<file path="src/design/dcas_pkg.sv">
package dcas_pkg;

  localparam logic OP_START = 1'b0;
  localparam logic OP_STEP  = 1'b1;

  localparam logic [1:0] ST_REFUSED = 2'd0;
  localparam logic [1:0] ST_STARTED = 2'd1;
  localparam logic [1:0] ST_XFER    = 2'd2;
  localparam logic [1:0] ST_IDLE    = 2'd3;

  localparam logic [1:0] AMODE_INC        = 2'd0;
  localparam logic [1:0] AMODE_DEC        = 2'd1;
  localparam logic [1:0] AMODE_FIXED      = 2'd2;
  localparam logic [1:0] AMODE_INC_RELOAD = 2'd3;

  localparam logic [1:0] TIMING_IMMEDIATE = 2'd0;
  localparam logic [1:0] TIMING_VBLANK    = 2'd1;
  localparam logic [1:0] TIMING_HBLANK    = 2'd2;
  localparam logic [1:0] TIMING_SPECIAL   = 2'd3;

  localparam logic [7:0] REGION_IO        = 8'h04;
  localparam logic [7:0] REGION_WIDE_BASE = 8'h05;
  localparam logic [7:0] REGION_CART_LO   = 8'h08;
  localparam logic [7:0] REGION_CART_HI   = 8'h0D;

  localparam logic [31:0] MASK27 = 32'h07FF_FFFF;
  localparam logic [31:0] MASK28 = 32'h0FFF_FFFF;

  localparam logic [16:0] COUNT_DEFAULT  = 17'h04000;
  localparam logic [16:0] COUNT_LONG     = 17'h10000;
  localparam logic [1:0]  LONG_CHANNEL   = 2'd3;
  localparam logic [1:0]  FILL_CHANNEL   = 2'd0;

  typedef struct packed {
    logic [1:0]  status;
    logic [1:0]  channel;
    logic [27:0] read_addr;
    logic [27:0] write_addr;
    logic        is_word;
    logic        zero_fill;
    logic        last;
    logic        irq_raise;
    logic        dest_writeback;
    logic [27:0] writeback_addr;
    logic        disable_channel;
  } result_t;

  function automatic logic [31:0] mask_addr(input logic [31:0] a);
    return (a[31:24] < REGION_WIDE_BASE) ? (a & MASK27) : (a & MASK28);
  endfunction

  function automatic logic is_cart(input logic [7:0] region);
    return (region >= REGION_CART_LO) && (region <= REGION_CART_HI);
  endfunction

endpackage

</file>
<file path="src/design/dma_channel_address_sequencer.sv">
// The result beat of an accepted input beat is registered in the result register.
// One item per cycle while the result register is empty or being taken (in_ready is low
// otherwise); the address step and count compare of the channel in flight finish in the
// accept cycle, so steps issue back to back. Reset (rst_n low, synchronous): no channel
// active, all counters and addresses zero, interrupt enable mask zero, output register empty.
module dma_channel_address_sequencer #(
  parameter int CHANNELS = 4
) (
  input  logic        clk,
  input  logic        rst_n,

  input  logic        cfg_wr_en,
  input  logic [3:0]  cfg_wr_data,

  input  logic        in_valid,
  output logic        in_ready,
  input  logic        in_op,
  input  logic [1:0]  in_channel,
  input  logic [31:0] in_source_addr,
  input  logic [31:0] in_dest_addr,
  input  logic [15:0] in_word_count,
  input  logic [1:0]  in_dest_mode,
  input  logic [1:0]  in_src_mode,
  input  logic        in_word_size,
  input  logic        in_repeat_req,
  input  logic        in_irq_request,
  input  logic [1:0]  in_timing,
  input  logic [1:0]  in_blank_flags,

  output logic        out_valid,
  input  logic        out_ready,
  output logic [1:0]  out_status,
  output logic [1:0]  out_channel,
  output logic [27:0] out_read_addr,
  output logic [27:0] out_write_addr,
  output logic        out_is_word,
  output logic        out_zero_fill,
  output logic        out_last,
  output logic        out_irq_raise,
  output logic        out_dest_writeback,
  output logic [27:0] out_writeback_addr,
  output logic        out_disable_channel
);

  localparam logic [2:0] CH_LIMIT = 3'(CHANNELS);

  logic [3:0]  irq_mask_r;
  logic        active_r,    active_nxt;
  logic [1:0]  cur_ch_r,    cur_ch_nxt;
  logic [31:0] cur_src_r,   cur_src_nxt;
  logic [31:0] cur_dst_r,   cur_dst_nxt;
  logic [27:0] start_dst_r, start_dst_nxt;
  logic [16:0] remain_r,    remain_nxt;
  logic [1:0]  dmode_r,     dmode_nxt;
  logic [1:0]  smode_r,     smode_nxt;
  logic        word_r,      word_nxt;
  logic        rep_r,       rep_nxt;
  logic        irq_r,       irq_nxt;

  logic                  out_valid_r;
  dcas_pkg::result_t     res_r, res_nxt;

  logic        in_fire;
  logic [31:0] src_m, dst_m;
  logic [7:0]  sreg, dreg;
  logic        start_ok;
  logic [16:0] start_cnt;
  logic [31:0] size;
  logic [31:0] align;
  logic        zf;
  logic        is_last;

  assign in_ready = !out_valid_r || out_ready;
  assign in_fire  = in_valid && in_ready;

  // Start checks.
  always_comb begin
    src_m     = dcas_pkg::mask_addr(in_source_addr);
    dst_m     = dcas_pkg::mask_addr(in_dest_addr);
    sreg      = src_m[31:24];
    dreg      = dst_m[31:24];
    start_ok  = 1'b1;
    if ({1'b0, in_channel} >= CH_LIMIT) start_ok = 1'b0;
    if (in_timing == dcas_pkg::TIMING_VBLANK && !in_blank_flags[0]) start_ok = 1'b0;
    if (in_timing == dcas_pkg::TIMING_HBLANK && !in_blank_flags[1]) start_ok = 1'b0;
    if ((in_channel == 2'd1 || in_channel == 2'd2) &&
        in_timing == dcas_pkg::TIMING_SPECIAL) start_ok = 1'b0;
    if (sreg == dcas_pkg::REGION_IO || dreg == dcas_pkg::REGION_IO) start_ok = 1'b0;
    if (dcas_pkg::is_cart(dreg)) start_ok = 1'b0;
    if (in_channel != dcas_pkg::LONG_CHANNEL &&
        (dcas_pkg::is_cart(sreg) || dreg > dcas_pkg::REGION_CART_HI)) start_ok = 1'b0;
    if (in_word_count == 16'd0) begin
      start_cnt = (in_channel == dcas_pkg::LONG_CHANNEL) ? dcas_pkg::COUNT_LONG
                                                         : dcas_pkg::COUNT_DEFAULT;
    end else begin
      start_cnt = {1'b0, in_word_count};
    end
  end

  // Transfer step terms.
  always_comb begin
    size    = word_r ? 32'd4 : 32'd2;
    align   = ~(size - 32'd1);
    zf      = (cur_ch_r == dcas_pkg::FILL_CHANNEL) && (cur_src_r[31:24] > dcas_pkg::REGION_CART_HI);
    is_last = remain_r <= 17'd1;
  end

  always_comb begin
    active_nxt    = active_r;
    cur_ch_nxt    = cur_ch_r;
    cur_src_nxt   = cur_src_r;
    cur_dst_nxt   = cur_dst_r;
    start_dst_nxt = start_dst_r;
    remain_nxt    = remain_r;
    dmode_nxt     = dmode_r;
    smode_nxt     = smode_r;
    word_nxt      = word_r;
    rep_nxt       = rep_r;
    irq_nxt       = irq_r;
    res_nxt       = '0;

    if (in_op == dcas_pkg::OP_START) begin
      res_nxt.channel = in_channel;
      if (start_ok) begin
        res_nxt.status = dcas_pkg::ST_STARTED;
        active_nxt     = 1'b1;
        cur_ch_nxt     = in_channel;
        cur_src_nxt    = src_m;
        cur_dst_nxt    = dst_m;
        start_dst_nxt  = dst_m[27:0];
        remain_nxt     = start_cnt;
        dmode_nxt      = in_dest_mode;
        smode_nxt      = in_src_mode;
        word_nxt       = in_word_size;
        rep_nxt        = in_repeat_req;
        irq_nxt        = in_irq_request;
      end else begin
        res_nxt.status = dcas_pkg::ST_REFUSED;
      end
    end else if (!active_r) begin
      res_nxt.status = dcas_pkg::ST_IDLE;
    end else begin
      res_nxt.status     = dcas_pkg::ST_XFER;
      res_nxt.channel    = cur_ch_r;
      res_nxt.read_addr  = zf ? 28'd0 : cur_src_r[27:0] & align[27:0];
      res_nxt.write_addr = cur_dst_r[27:0] & align[27:0];
      res_nxt.is_word    = word_r;
      res_nxt.zero_fill  = zf;
      res_nxt.last       = is_last;
      if (is_last) begin
        res_nxt.irq_raise       = irq_r && irq_mask_r[cur_ch_r];
        res_nxt.dest_writeback  = rep_r;
        res_nxt.writeback_addr  = rep_r ? start_dst_r : 28'd0;
        res_nxt.disable_channel = !rep_r;
      end

      unique case (dmode_r)
        dcas_pkg::AMODE_INC, dcas_pkg::AMODE_INC_RELOAD: cur_dst_nxt = cur_dst_r + size;
        dcas_pkg::AMODE_DEC:   cur_dst_nxt = cur_dst_r - size;
        dcas_pkg::AMODE_FIXED: cur_dst_nxt = cur_dst_r;
        default:               cur_dst_nxt = cur_dst_r;
      endcase
      // Source mode 3 behaves as fixed.
      unique case (smode_r)
        dcas_pkg::AMODE_INC: cur_src_nxt = cur_src_r + size;
        dcas_pkg::AMODE_DEC: cur_src_nxt = cur_src_r - size;
        default:             cur_src_nxt = cur_src_r;
      endcase

      if (is_last) begin
        remain_nxt = 17'd0;
        active_nxt = 1'b0;
      end else begin
        remain_nxt = remain_r - 17'd1;
      end
    end
  end

  always_ff @(posedge clk) begin
    if (!rst_n) begin
      irq_mask_r  <= '0;
      active_r    <= 1'b0;
      cur_ch_r    <= '0;
      cur_src_r   <= '0;
      cur_dst_r   <= '0;
      start_dst_r <= '0;
      remain_r    <= '0;
      dmode_r     <= '0;
      smode_r     <= '0;
      word_r      <= 1'b0;
      rep_r       <= 1'b0;
      irq_r       <= 1'b0;
      out_valid_r <= 1'b0;
    end else begin
      if (cfg_wr_en) begin
        irq_mask_r <= cfg_wr_data;
      end
      if (in_fire) begin
        active_r    <= active_nxt;
        cur_ch_r    <= cur_ch_nxt;
        cur_src_r   <= cur_src_nxt;
        cur_dst_r   <= cur_dst_nxt;
        start_dst_r <= start_dst_nxt;
        remain_r    <= remain_nxt;
        dmode_r     <= dmode_nxt;
        smode_r     <= smode_nxt;
        word_r      <= word_nxt;
        rep_r       <= rep_nxt;
        irq_r       <= irq_nxt;
        out_valid_r <= 1'b1;
      end else if (out_ready) begin
        out_valid_r <= 1'b0;
      end
    end
  end

  // The result register holds payload only; its valid bit is reset above.
  always_ff @(posedge clk) begin
    if (in_fire) begin
      res_r <= res_nxt;
    end
  end

  assign out_valid           = out_valid_r;
  assign out_status          = res_r.status;
  assign out_channel         = res_r.channel;
  assign out_read_addr       = res_r.read_addr;
  assign out_write_addr      = res_r.write_addr;
  assign out_is_word         = res_r.is_word;
  assign out_zero_fill       = res_r.zero_fill;
  assign out_last            = res_r.last;
  assign out_irq_raise       = res_r.irq_raise;
  assign out_dest_writeback  = res_r.dest_writeback;
  assign out_writeback_addr  = res_r.writeback_addr;
  assign out_disable_channel = res_r.disable_channel;

  a_idle_count_zero: assert property (@(posedge clk) disable iff (!rst_n)
    !active_r |-> remain_r == 17'd0)
    else $error("idle sequencer holds a nonzero count");

  a_last_one_action: assert property (@(posedge clk) disable iff (!rst_n)
    (out_valid_r && res_r.last) |-> (res_r.dest_writeback != res_r.disable_channel))
    else $error("last beat must either write back or disable");

  a_fill_no_read: assert property (@(posedge clk) disable iff (!rst_n)
    (out_valid_r && res_r.zero_fill) |-> res_r.read_addr == 28'd0)
    else $error("zero fill beat carries a read address");

  a_last_goes_idle: assert property (@(posedge clk) disable iff (!rst_n)
    (in_fire && in_op == dcas_pkg::OP_STEP && active_r && is_last) |=> !active_r)
    else $error("sequencer stayed active after its last transfer");

  a_start_fields_clear: assert property (@(posedge clk) disable iff (!rst_n)
    (out_valid_r && (res_r.status == dcas_pkg::ST_REFUSED ||
                     res_r.status == dcas_pkg::ST_STARTED))
      |-> (res_r.read_addr == 28'd0 && res_r.write_addr == 28'd0 && !res_r.last))
    else $error("start result carries transfer fields");

endmodule

</file>
<file path="config.mk">
export PLATFORM = sky130hd
export DESIGN_NAME = dma_channel_address_sequencer
export DESIGN_NICKNAME = d
export VERILOG_FILES = /design/src/design/dcas_pkg.sv /design/src/design/dma_channel_address_sequencer.sv
export SDC_FILE = /design/constraint.sdc
export NUM_CORES = 1
export LEC_CHECK = 0
export BUFFER_PORTS_ARGS = -buffer_cell sky130_fd_sc_hd__buf_2
export CAP_MARGIN = 20
export CORE_UTILIZATION = 55
export DETAILED_ROUTE_END_ITERATION = 16
export PLACE_DENSITY_LB_ADDON = 0.05
export REMOVE_ABC_BUFFERS = 1
export SLEW_MARGIN = 40
export SYNTH_ARGS = -nofsm -noshare
export SYNTH_HDL_FRONTEND = slang
export SYNTH_SLANG_ARGS = --single-unit
</file>
<file path="constraint.sdc">
create_clock -name clk -period 6.6 [get_ports clk]
set_clock_uncertainty 0.1 [all_clocks]
set_input_delay 0.99 -clock clk [delete_from_list [all_inputs] [get_ports clk]]
set_output_delay 0.99 -clock clk [all_outputs]
set_load 0.1 [all_outputs]
</file>
==> results.yml, run 1 <==
grt:
  track_usage_pct: 25.8
  grt_pass1_wl_um: 45100
  overflow: 0
  grt_max_degree: 59
  antenna_found_initial: 2
  grt_pass1_vias: 9195
die:
  die_w_um: 146
  ioPinCount: 199
  dieArea_um2: 21200
  die-height_um: 146
  core_um2: 20200
  rows: 52
  start_util_pct: 56.2
route:
  vias: 9644
  drc: 0
  firstDrtPassIters: 5
  final_antenna_net_count: 0
  drtIter0Drc: 648
  wl_um: 27700
  routed_via_density: 5.73
  routedWlPerCell_um: 16.4
setup_path:
  r2r_start: "smode_r[1]$_SDFFE_PN0P_"
  crit_fanout: 18
  ff2ff_setup_slack_ns: 2.88
  startpoint: "smode_r[1]$_SDFFE_PN0P_"
  r2r_end: "cur_src_r[26]$_SDFFE_PN0P_"
  cp-start-kind: "flop"
  reg2reg_depth: 13
  end_kind: "flop"
  worstPathArrival_ns: 3.98
  endpoint: "cur_src_r[26]$_SDFFE_PN0P_"
  worstPathRequired_ns: 6.86
  path_class: "flop to flop"
cells_and_area:
  drive_gt1_share_pct: 18.6
  synthToLayoutAreaGrowth_pct: 16.9
  fin_area_um2: 13300
  utilization_pct: 65.6
  nets: 1563
cts:
  clk-insertion-delay-late_ns: 0.50
  numCtsBuffers: 22
  cts_buffer_depth: 3
  ctsHoldBuffers: 0
  cts_root_buf: "clkbuf_16"
  clkTransAtPathRegs_ns: 0.06
  h-tree-depth: 1
  cts_num_sinks: 210
  cts_tree: "yes"
  cts_resized: 0
  cts_setup_buffers: 0
timing:
  finalCriticalPeriod_ns: 3.72
  setup_viol: 0
  rsz0062_at_grt: "no"
  fmax_ghz: 0.269
  max-slew-margin-rel_pct: 51.2
  hold_viol_final: 0
  fin_crit_sh_pct: 56.4
  whs_ns: 0.351
  setup_tns_ns: 0
  worst_pin_slew_ns: 0.730
  slew_violations: 0
synth:
  synth_area_leaders: "edfxtp_1, dfxtp_1, ha_1"
  synth_cell_type_count: 72
  seq_area_frac_synth_pct: 45.1
  synth_compound_area_share_pct: 19.5
  async_flop_share_pct: 0
  synth_top_family_by_area: "compound AO/OA/AOI/OAI gates"
  synthAdderAreaFrac_pct: 6.94
  muxShareOfSynthArea_pct: 2.85
  synth.avg_cell_area_um2: 9.19
  synth_edf_count: 92
  ys.flop_type: "dfxtp_1"
  yosys_warnings: 0
  synth_top_area_cell: "edfxtp_1"
  synth_top_area_share_pct: 24.3
  yosys.area_share.xor_xnor_pct: 3.70
  synth_simple_gate_area_share_pct: 18.7
  synth_seq_cells: 210
  synth_area_um2: 11400
  netlist_instances: 1237
placed_design:
  routabilityCongestion: 0.875
  numPortBuffers: 187
  place_area_um2: 12500
  dp.final_hpwl_um: 18600
pwr:
  vdd_drop_max_v: 0.000191
  power_density_nw_per_um2: 241
  p_leak_uw: 0.00588
run:
  cap_violations: 0
run_status:
  outcome: "finished, final reports clean"
worst_hold_path:
  min_path_type: "flop to flop"
-- Yosys cell counts, drive strengths merged (3+ instances only) --
cell type / count
nor2b: 12
o21ai: 74
xnor2: 32
nand3b: 3
a22oi: 6
a21boi: 3
xor2: 16
nand3: 15
nor4: 10
edfxtp: 92
and3: 67
a32o: 3
a211o: 5
nor3: 19
and2: 35
nand4: 9
nand2b: 10
nor3b: 4
a21oi: 132
inv: 28
dfxtp: 118
or3: 5
a21o: 27
a311oi: 4
mux2i: 29
a31oi: 10
o21bai: 6
o21a: 8
ha: 63
o31a: 3
o31ai: 4
a211oi: 35
nand2: 144
o211ai: 7
clkbuf: 58
a221oi: 3
nor2: 99
buf: 9
-- area by class of cell --
cell class                 instances  area (um^2)
tap                              270          338
clock inverter                    10          108
clock buffer                      30          632
fill                            1714         6950
multi-input combinational        933         5900
antenna                            1         2.50
sequential                       210         5130
inverter                          28          109
timing repair buffer             202         1060
-- routing by layer --
layer / GRT usage, % / up-vias / part of all wire [%]
met4: 7.00 / 0 / 1.6
met5: 0 / - / 0
li1: - / 4823 / -
met3: 3.48 / 25 / 5.3
met1: 33.9 / 4536 / 45
met2: 44.6 / 260 / 48
-- flip-flops by register name, indices dropped and copies added, names as in the netlist, 2 cells and up --
signal and count:
out_writeback_addr 28, cur_src_r 31, out_channel 2, start_dst_r 28, dmode_r 2, remain_r 17
cur_dst_r 27, irq_mask_r 4, out_write_addr 27, cur_ch_r 2, out_status 2, out_read_addr 27
smode_r 2
-- power by group --
| group | switching (uW) | leakage (uW) | total, uW | internal (uW) |
|---|---|---|---|---|
| combinational | 386 | 0.00363 | 506 | 120 |
| sequential | 24.4 | 0.00189 | 1430 | 1400 |
| clock | 514 | 0.000360 | 1260 | 750 |
-- how the worst min path moves through the flow --
stage	startpoint	to	depth (start not counted)
2_1_floorplan	irq_r$_SDFFE_PN0P_	irq_r$_SDFFE_PN0P_	2
3_3_place_gp	start_dst_r[4]$_SDFFE_PN0P_	start_dst_r[4]$_SDFFE_PN0P_	2
3_5_place_dp	start_dst_r[6]$_SDFFE_PN0P_	start_dst_r[6]$_SDFFE_PN0P_	2
4_1_cts	start_dst_r[6]$_SDFFE_PN0P_	start_dst_r[6]$_SDFFE_PN0P_	2
5_1_grt	start_dst_r[2]$_SDFFE_PN0P_	start_dst_r[2]$_SDFFE_PN0P_	2
6_report	start_dst_r[15]$_SDFFE_PN0P_	start_dst_r[15]$_SDFFE_PN0P_	2
-- cell families (layout without fill, tap and decap cells) --
logic type      after synthesis  in the layout
compound gates              351            351
xor+xnor                     48             48
fa+ha+maj                    63             63
buf+inv                      95            270
flops                       210            210
mux                          31             31
other cells                   1              3
simple gates                438            438
-- stage by stage --
step                      setup WS (ns)  total power (uW)  cells
after global routing               2.58              3310   1683
after global placement             2.03              1950   1642
final                              2.88              3200   1684
after detailed placement           2.01              1960   1643
after floorplan                  -0.447              1830   1171
after CTS                          2.53              3220   1683
-- worst max-delay path: stages (launching register included) --
cell	delay, ns
dfxtp_1	0.36
nand2b_1	0.23
inv_1	0.38
buf_4	0.34
ha_1	0.34
a21o_1	0.23
a21o_1	0.19
a21oi_1	0.15
nand2_1	0.08
o32ai_2	0.42
o31ai_1	0.22
xor2_1	0.18
a221oi_1	0.28
nor2_1	0.07
-- cells in the final DEF (no fill, tap or decap), types with 6 or more instances in the layout --
master     synthesis  final
nand2_1          144    144
and2_1            35     35
nor4_1            10     10
a31oi_1           10     10
a21oi_1          131    130
nor2b_1           12     11
inv_1             28     25
mux2i_1           29     29
xnor2_1           32     32
and3_1            67     67
nand2b_1          10     10
nand3_1           15     15
nand4_1            9      9
a21o_1            27     27
buf_2              3    186
o211ai_1           7      7
ha_1              63     63
o21bai_1           6      6
a211oi_1          34     34
o21ai_0           67     67
nor2_1            99     97
a22oi_1            6      6
buf_4              2     15
edfxtp_1          92     92
o21a_1             8      7
xor2_1            16     16
dfxtp_1          118    117
nor3_1            18     17
clkbuf_16          0     23
(Power assumes the default switching activity.)
==> run 2: changes to the inputs <==
- CORE_UTILIZATION: 55 -> 51
- clock period: 6.6 -> 3.3 ns (I/O delays scaled with it)
==> run 2 against run 1 <==
Effect of this change:
- via count grew 0.85%
- wire length grew 3.7%
- first-iteration DRC count shrank 45%
- sequential share of layout area shrank 1.1 points
- highest routed layer unchanged
- power grew 110%
- critical path depth grew 1
- critical path type unchanged
- register-to-register slack lost 2.7 ns
==> results.yml, run 2 (synthesis results as in run 1) <==
run_status:
  outcome: "finished, final reports clean"
route:
  drtIter0Drc: 354
  wl_um: 28700
  vias: 9726
  final_antenna_net_count: 0
  routed_via_density: 5.63
  routedWlPerCell_um: 16.6
  drc: 0
  firstDrtPassIters: 5
cts:
  cts_root_buf: "clkbuf_16"
  ctsHoldBuffers: 0
  cts_num_sinks: 210
  clk-insertion-delay-late_ns: 0.52
  h-tree-depth: 1
  numCtsBuffers: 24
  clkTransAtPathRegs_ns: 0.06
  cts_buffer_depth: 3
  cts_tree: "yes"
placed_design:
  numPortBuffers: 187
  place_inst: 1678
  routabilityCongestion: 0.866
  dp.final_hpwl_um: 19300
die:
  dieArea_um2: 22900
  core_um2: 21800
  die_w_um: 151
  rows: 54
  start_util_pct: 52.1
  die-height_um: 151
  ioPinCount: 199
pwr:
  p_sw_share_pct: 29.1
  power_density_nw_per_um2: 480
  power_uw: 6560
  p_leak_uw: 0.00606
  power.internal_uw: 4650
  combPwrFrac_pct: 15.8
  clkPwrFrac_pct: 40.7
  vdd_drop_max_v: 0.000362
  p_sw_uw: 1910
  pwr-share-seq_pct: 43.5
cells_and_area:
  synthToLayoutAreaGrowth_pct: 20.4
  largest_register_ffs: 31
  nets: 1593
  final_common_cell: "buf_2"
  final-instance-count-excl-fill: 1726
  layout.cells.most_common_list: "buf_2, nand2_1, a21oi_1"
  regMostFlops: "cur_src_r"
  drive_gt1_share_pct: 21.0
setup_path:
  r2r_end: "cur_src_r[26]$_SDFFE_PN0P_"
  end_kind: "flop"
  cp-start-kind: "flop"
  critPathMostFrequentCell: "and3_1"
  max_stage_delay_ns: 0.35
  worstPathArrival_ns: 3.42
  crit_fanout: 12
  path_class: "flop to flop"
  r2r_start: "smode_r[1]$_SDFFE_PN0P_"
  worstPathRequired_ns: 3.59
  reg2reg_depth: 14
  cp_cell_sequence: "nand2b_4, clkinvlp_4, buf_12, buf_4, ha_1, and3_1, and3_1, nand3_1, a211oi_2, o32ai_4, o31ai_4, xor2_1, a221oi_1, nor2_1"
  crit_slowest_cell: "ha_1"
  ff2ff_setup_slack_ns: 0.18
timing:
  slew_violations: 0
  finalCriticalPeriod_ns: 3.12
  rsz0062_at_grt: "yes"
  worst_pin_slew_ns: 0.627
  hold_viol_final: 0
  max-slew-margin-rel_pct: 58.1
  setup_viol: 0
  fin_crit_sh_pct: 94.7
  fmax_ghz: 0.320
grt:
  grt_max_degree: 80
  overflow: 0
  grt_pass1_wl_um: 45400
  antenna_found_initial: 1
  grt_pass1_vias: 9234
  track_usage_pct: 24.8
worst_hold_path:
  hold-path-cell-count: 3
  hp-start: "in_dest_mode[0]"
  whs_endpoint: "dmode_r[0]$_SDFFE_PN0P_"
  min_path_type: "input pin to flop"
run:
  cap_violations: 0
run 2: what timing repair did:
item / CTS / global route
pin swaps: 0 / 4
resized for setup: 2 / 18
setup endpoints to repair: 5 / 19
gates cloned: 0 / 1
buffers inserted: 1 / 1
run 2: how the worst max path moves through the flow:
stage                                 start                         end  slack, ns  cells after the start
floorplan            out_valid$_SDFFE_PN0P_  cur_src_r[29]$_SDFFE_PN0P_      -3.52                      7
global placement    smode_r[1]$_SDFFE_PN0P_  cur_src_r[26]$_SDFFE_PN0P_     -0.004                     13
detailed placement  smode_r[1]$_SDFFE_PN0P_  cur_src_r[26]$_SDFFE_PN0P_      -0.05                     13
CTS                 dmode_r[0]$_SDFFE_PN0P_  cur_dst_r[27]$_SDFFE_PN0P_      0.005                     13
global route        smode_r[1]$_SDFFE_PN0P_  cur_src_r[18]$_SDFFE_PN0P_      -0.05                     14
finish              smode_r[1]$_SDFFE_PN0P_  cur_src_r[26]$_SDFFE_PN0P_       0.18                     14
run 2: final cells by class:
type / count / area, um^2
fillers: 1919 / 8140
multi-input cells: 933 / 5970
flip-flops and latches: 210 / 5130
repair buffers: 230 / 1330
clock buffers: 32 / 672
well taps: 280 / 350
clock inverters: 12 / 118
inverters: 28 / 113
diodes: 1 / 2.50
run 2: stage by stage:
stage	hold WS (ns)	worst slack [ns]	utilization, %	setup TNS (ns)	instance area (um^2)
floorplan	0.332	-3.52	-	-328.70	11100
global placement	0.338	-0.00355	58.4	-0.00355	12800
detailed placement	0.342	-0.0532	58.4	-0.0862	12800
CTS	0.0946	0.00508	62.2	0	13600
global route	0.115	-0.0522	62.7	-0.0617	13700
finish	0.103	0.176	62.7	0	13700
run 2: power by group through the flow:
| stage | Combinational [uW] | Sequential [uW] | Clock (uW) |
|---|---|---|---|
| after floorplan | 362 | 3290 | 0 |
| after global placement | 1020 | 2910 | 0 |
| after detailed placement | 1030 | 2910 | 0 |
| after CTS | 1030 | 2860 | 2720 |
| after global routing | 1110 | 2870 | 2810 |
| final | 1030 | 2860 | 2670 |
run 2: worst max-delay path, delay by kind of cell (launching register included):
kind            cells  cell delay (ns)
fa+ha+maj           1             0.35
compound gates      4             0.98
simple gates        5             0.72
xor+xnor            1             0.12
flops               1             0.34
buf+inv             3             0.38
run 2: metal layers:
metal	track usage, %	up-vias	share of wire [%]	routed length [um]
met5	0	-	0	0
met4	6.60	0	1.8	518
met3	3.28	42	4.5	1280
met2	43.9	214	49	14100
met1	31.6	4572	45	12800
li1	-	4898	-	-
==> run 3: changes to the inputs <==
- RECOVER_POWER: unset -> 25
==> run 3 against run 2 <==
Effect of this change:
- global-route usage unchanged
- combinational power about the same
- first-iteration DRC count down 1.7%
- clock-buffer cell count unchanged
- largest power group unchanged
- critical path type unchanged
- sequential power about the same
- clock power about the same
- worst hold slack about the same
==> results.yml, run 3 (synthesis results as in run 1) <==
worst_hold_path:
  min_path_type: "input pin to flop"
pwr:
  combPwrFrac_pct: 15.7
  pwr-share-seq_pct: 43.6
  power_density_nw_per_um2: 480
  clkPwrFrac_pct: 40.7
  power.internal_uw: 4650
  p_leak_uw: 0.00603
  vdd_drop_max_v: 0.000362
  p_sw_uw: 1910
  p_sw_share_pct: 29.1
cts:
  cts_tree: "yes"
  cts_num_sinks: 210
  cts_root_buf: "clkbuf_16"
  cts_buffer_depth: 3
  clkTransAtPathRegs_ns: 0.06
  h-tree-depth: 1
  numCtsBuffers: 24
  clk-insertion-delay-late_ns: 0.52
  ctsHoldBuffers: 0
timing:
  slew_violations: 0
  rsz0062_at_grt: "yes"
  setup_ws_ns: 0.171
  fmax_ghz: 0.320
  whs_ns: 0.103
  hold_viol_final: 0
  setup_viol: 0
  fin_crit_sh_pct: 94.8
  worst_pin_slew_ns: 1.34
  finalCriticalPeriod_ns: 3.13
  max-slew-margin-rel_pct: 10.5
route:
  wl_um: 28700
  drtIter0Drc: 348
  drc: 0
  routedWlPerCell_um: 16.6
  firstDrtPassIters: 5
  routed_via_density: 5.63
  vias: 9714
  final_antenna_net_count: 0
placed_design:
  routabilityCongestion: 0.866
  place_ws_ns: -0.0532
  dp.final_hpwl_um: 19300
  numPortBuffers: 187
grt:
  antenna_found_initial: 1
  track_usage_pct: 24.8
  grt_pass1_wl_um: 45400
  grt_pass1_vias: 9234
  grt_max_degree: 80
  overflow: 0
setup_path:
  crit_fanout: 12
  worstPathRequired_ns: 3.59
  cp-start-kind: "flop"
  path_class: "flop to flop"
  end_kind: "flop"
  worstPathArrival_ns: 3.42
cells_and_area:
  final_common_cell: "buf_2"
  layout.cells.most_common_list: "buf_2, nand2_1, a21oi_1"
  nets: 1593
  regMostFlops: "cur_src_r"
  n_fill_cell: 1921
  synthToLayoutAreaGrowth_pct: 20.2
  largest_register_ffs: 31
  drive_gt1_share_pct: 20.8
die:
  die_w_um: 151
  core_um2: 21800
  rows: 54
  ioPinCount: 199
  die-height_um: 151
  start_util_pct: 52.1
  dieArea_um2: 22900
run_status:
  outcome: "finished, final reports clean"
run:
  cap_violations: 0
[run 3: repair_timing]
| action | in CTS | in global routing |
|---|---|---|
| pin swaps | 0 | 4 |
| buffers inserted | 1 | 1 |
| setup endpoints to repair | 5 | 19 |
| endpoints found under the hold margin | 0 | 0 |
| gates resized for setup | 2 | 18 |
| cloned | 0 | 1 |
[run 3: area by class of cell]
class	count	area, um^2	area share, %
tap	280	350	2.57
sequential	210	5130	37.5
clock buffer	32	672	4.92
inverter	28	111	0.815
timing repair buffer	230	1310	9.56
clock inverter	12	118	0.861
multi-input combinational	933	5970	43.7
antenna	1	2.50	0.0183
[run 3: critical path: stages, from the launching register on]
cell        delay, ns
dfxtp_1          0.34
nand2b_4         0.15
clkinvlp_4       0.09
buf_12           0.15
buf_4            0.14
ha_1             0.35
and3_1           0.22
and3_1           0.20
nand3_1          0.09
a211oi_2         0.26
o32ai_4          0.16
o31ai_4          0.29
xor2_1           0.12
a221oi_1         0.28
nor2_1           0.06
[run 3: stage by stage]
| stage | instance area (um^2) | total power, uW | TNS (ns) | utilization (%) | cells |
|---|---|---|---|---|---|
| floorplan | 11100 | 3650 | -328.70 | - | 1171 |
| global placement | 12800 | 3930 | -0.00355 | 58.4 | 1678 |
| detailed placement | 12800 | 3940 | -0.0862 | 58.4 | 1678 |
| CTS | 13600 | 6610 | 0 | 62.2 | 1723 |
| global route | 13700 | 6780 | -0.0942 | 62.6 | 1725 |
| finish | 13700 | 6560 | 0 | 62.6 | 1726 |
[run 3: power by group through the flow]
| stage | registers (uW) | clock network (uW) | logic [uW] |
|---|---|---|---|
| CTS | 2860 | 2720 | 1030 |
| global placement | 2910 | 0 | 1020 |
| floorplan | 3290 | 0 | 362 |
| finish | 2860 | 2670 | 1030 |
| detailed placement | 2910 | 0 | 1030 |
| global route | 2870 | 2810 | 1100 |
[run 3: path summary, 6_finish.rpt]
path | start | endpoint | slack, ns | depth (start not counted)
worst max-delay path | smode_r[1]$_SDFFE_PN0P_ | cur_src_r[26]$_SDFFE_PN0P_ | 0.17 | 14
worst min-delay path | in_dest_mode[0] | dmode_r[0]$_SDFFE_PN0P_ | 0.10 | 3
worst max register to register | smode_r[1]$_SDFFE_PN0P_ | cur_src_r[26]$_SDFFE_PN0P_ | 0.17 | 14
worst min register to register | start_dst_r[13]$_SDFFE_PN0P_ | start_dst_r[13]$_SDFFE_PN0P_ | 0.35 | 2
[run 3: routing by layer]
metal | part of all wire, % | GRT usage [%]
met3 | 4.7 | 3.28
met1 | 44 | 31.6
met5 | 0 | 0
met2 | 49 | 43.9
met4 | 1.8 | 6.60
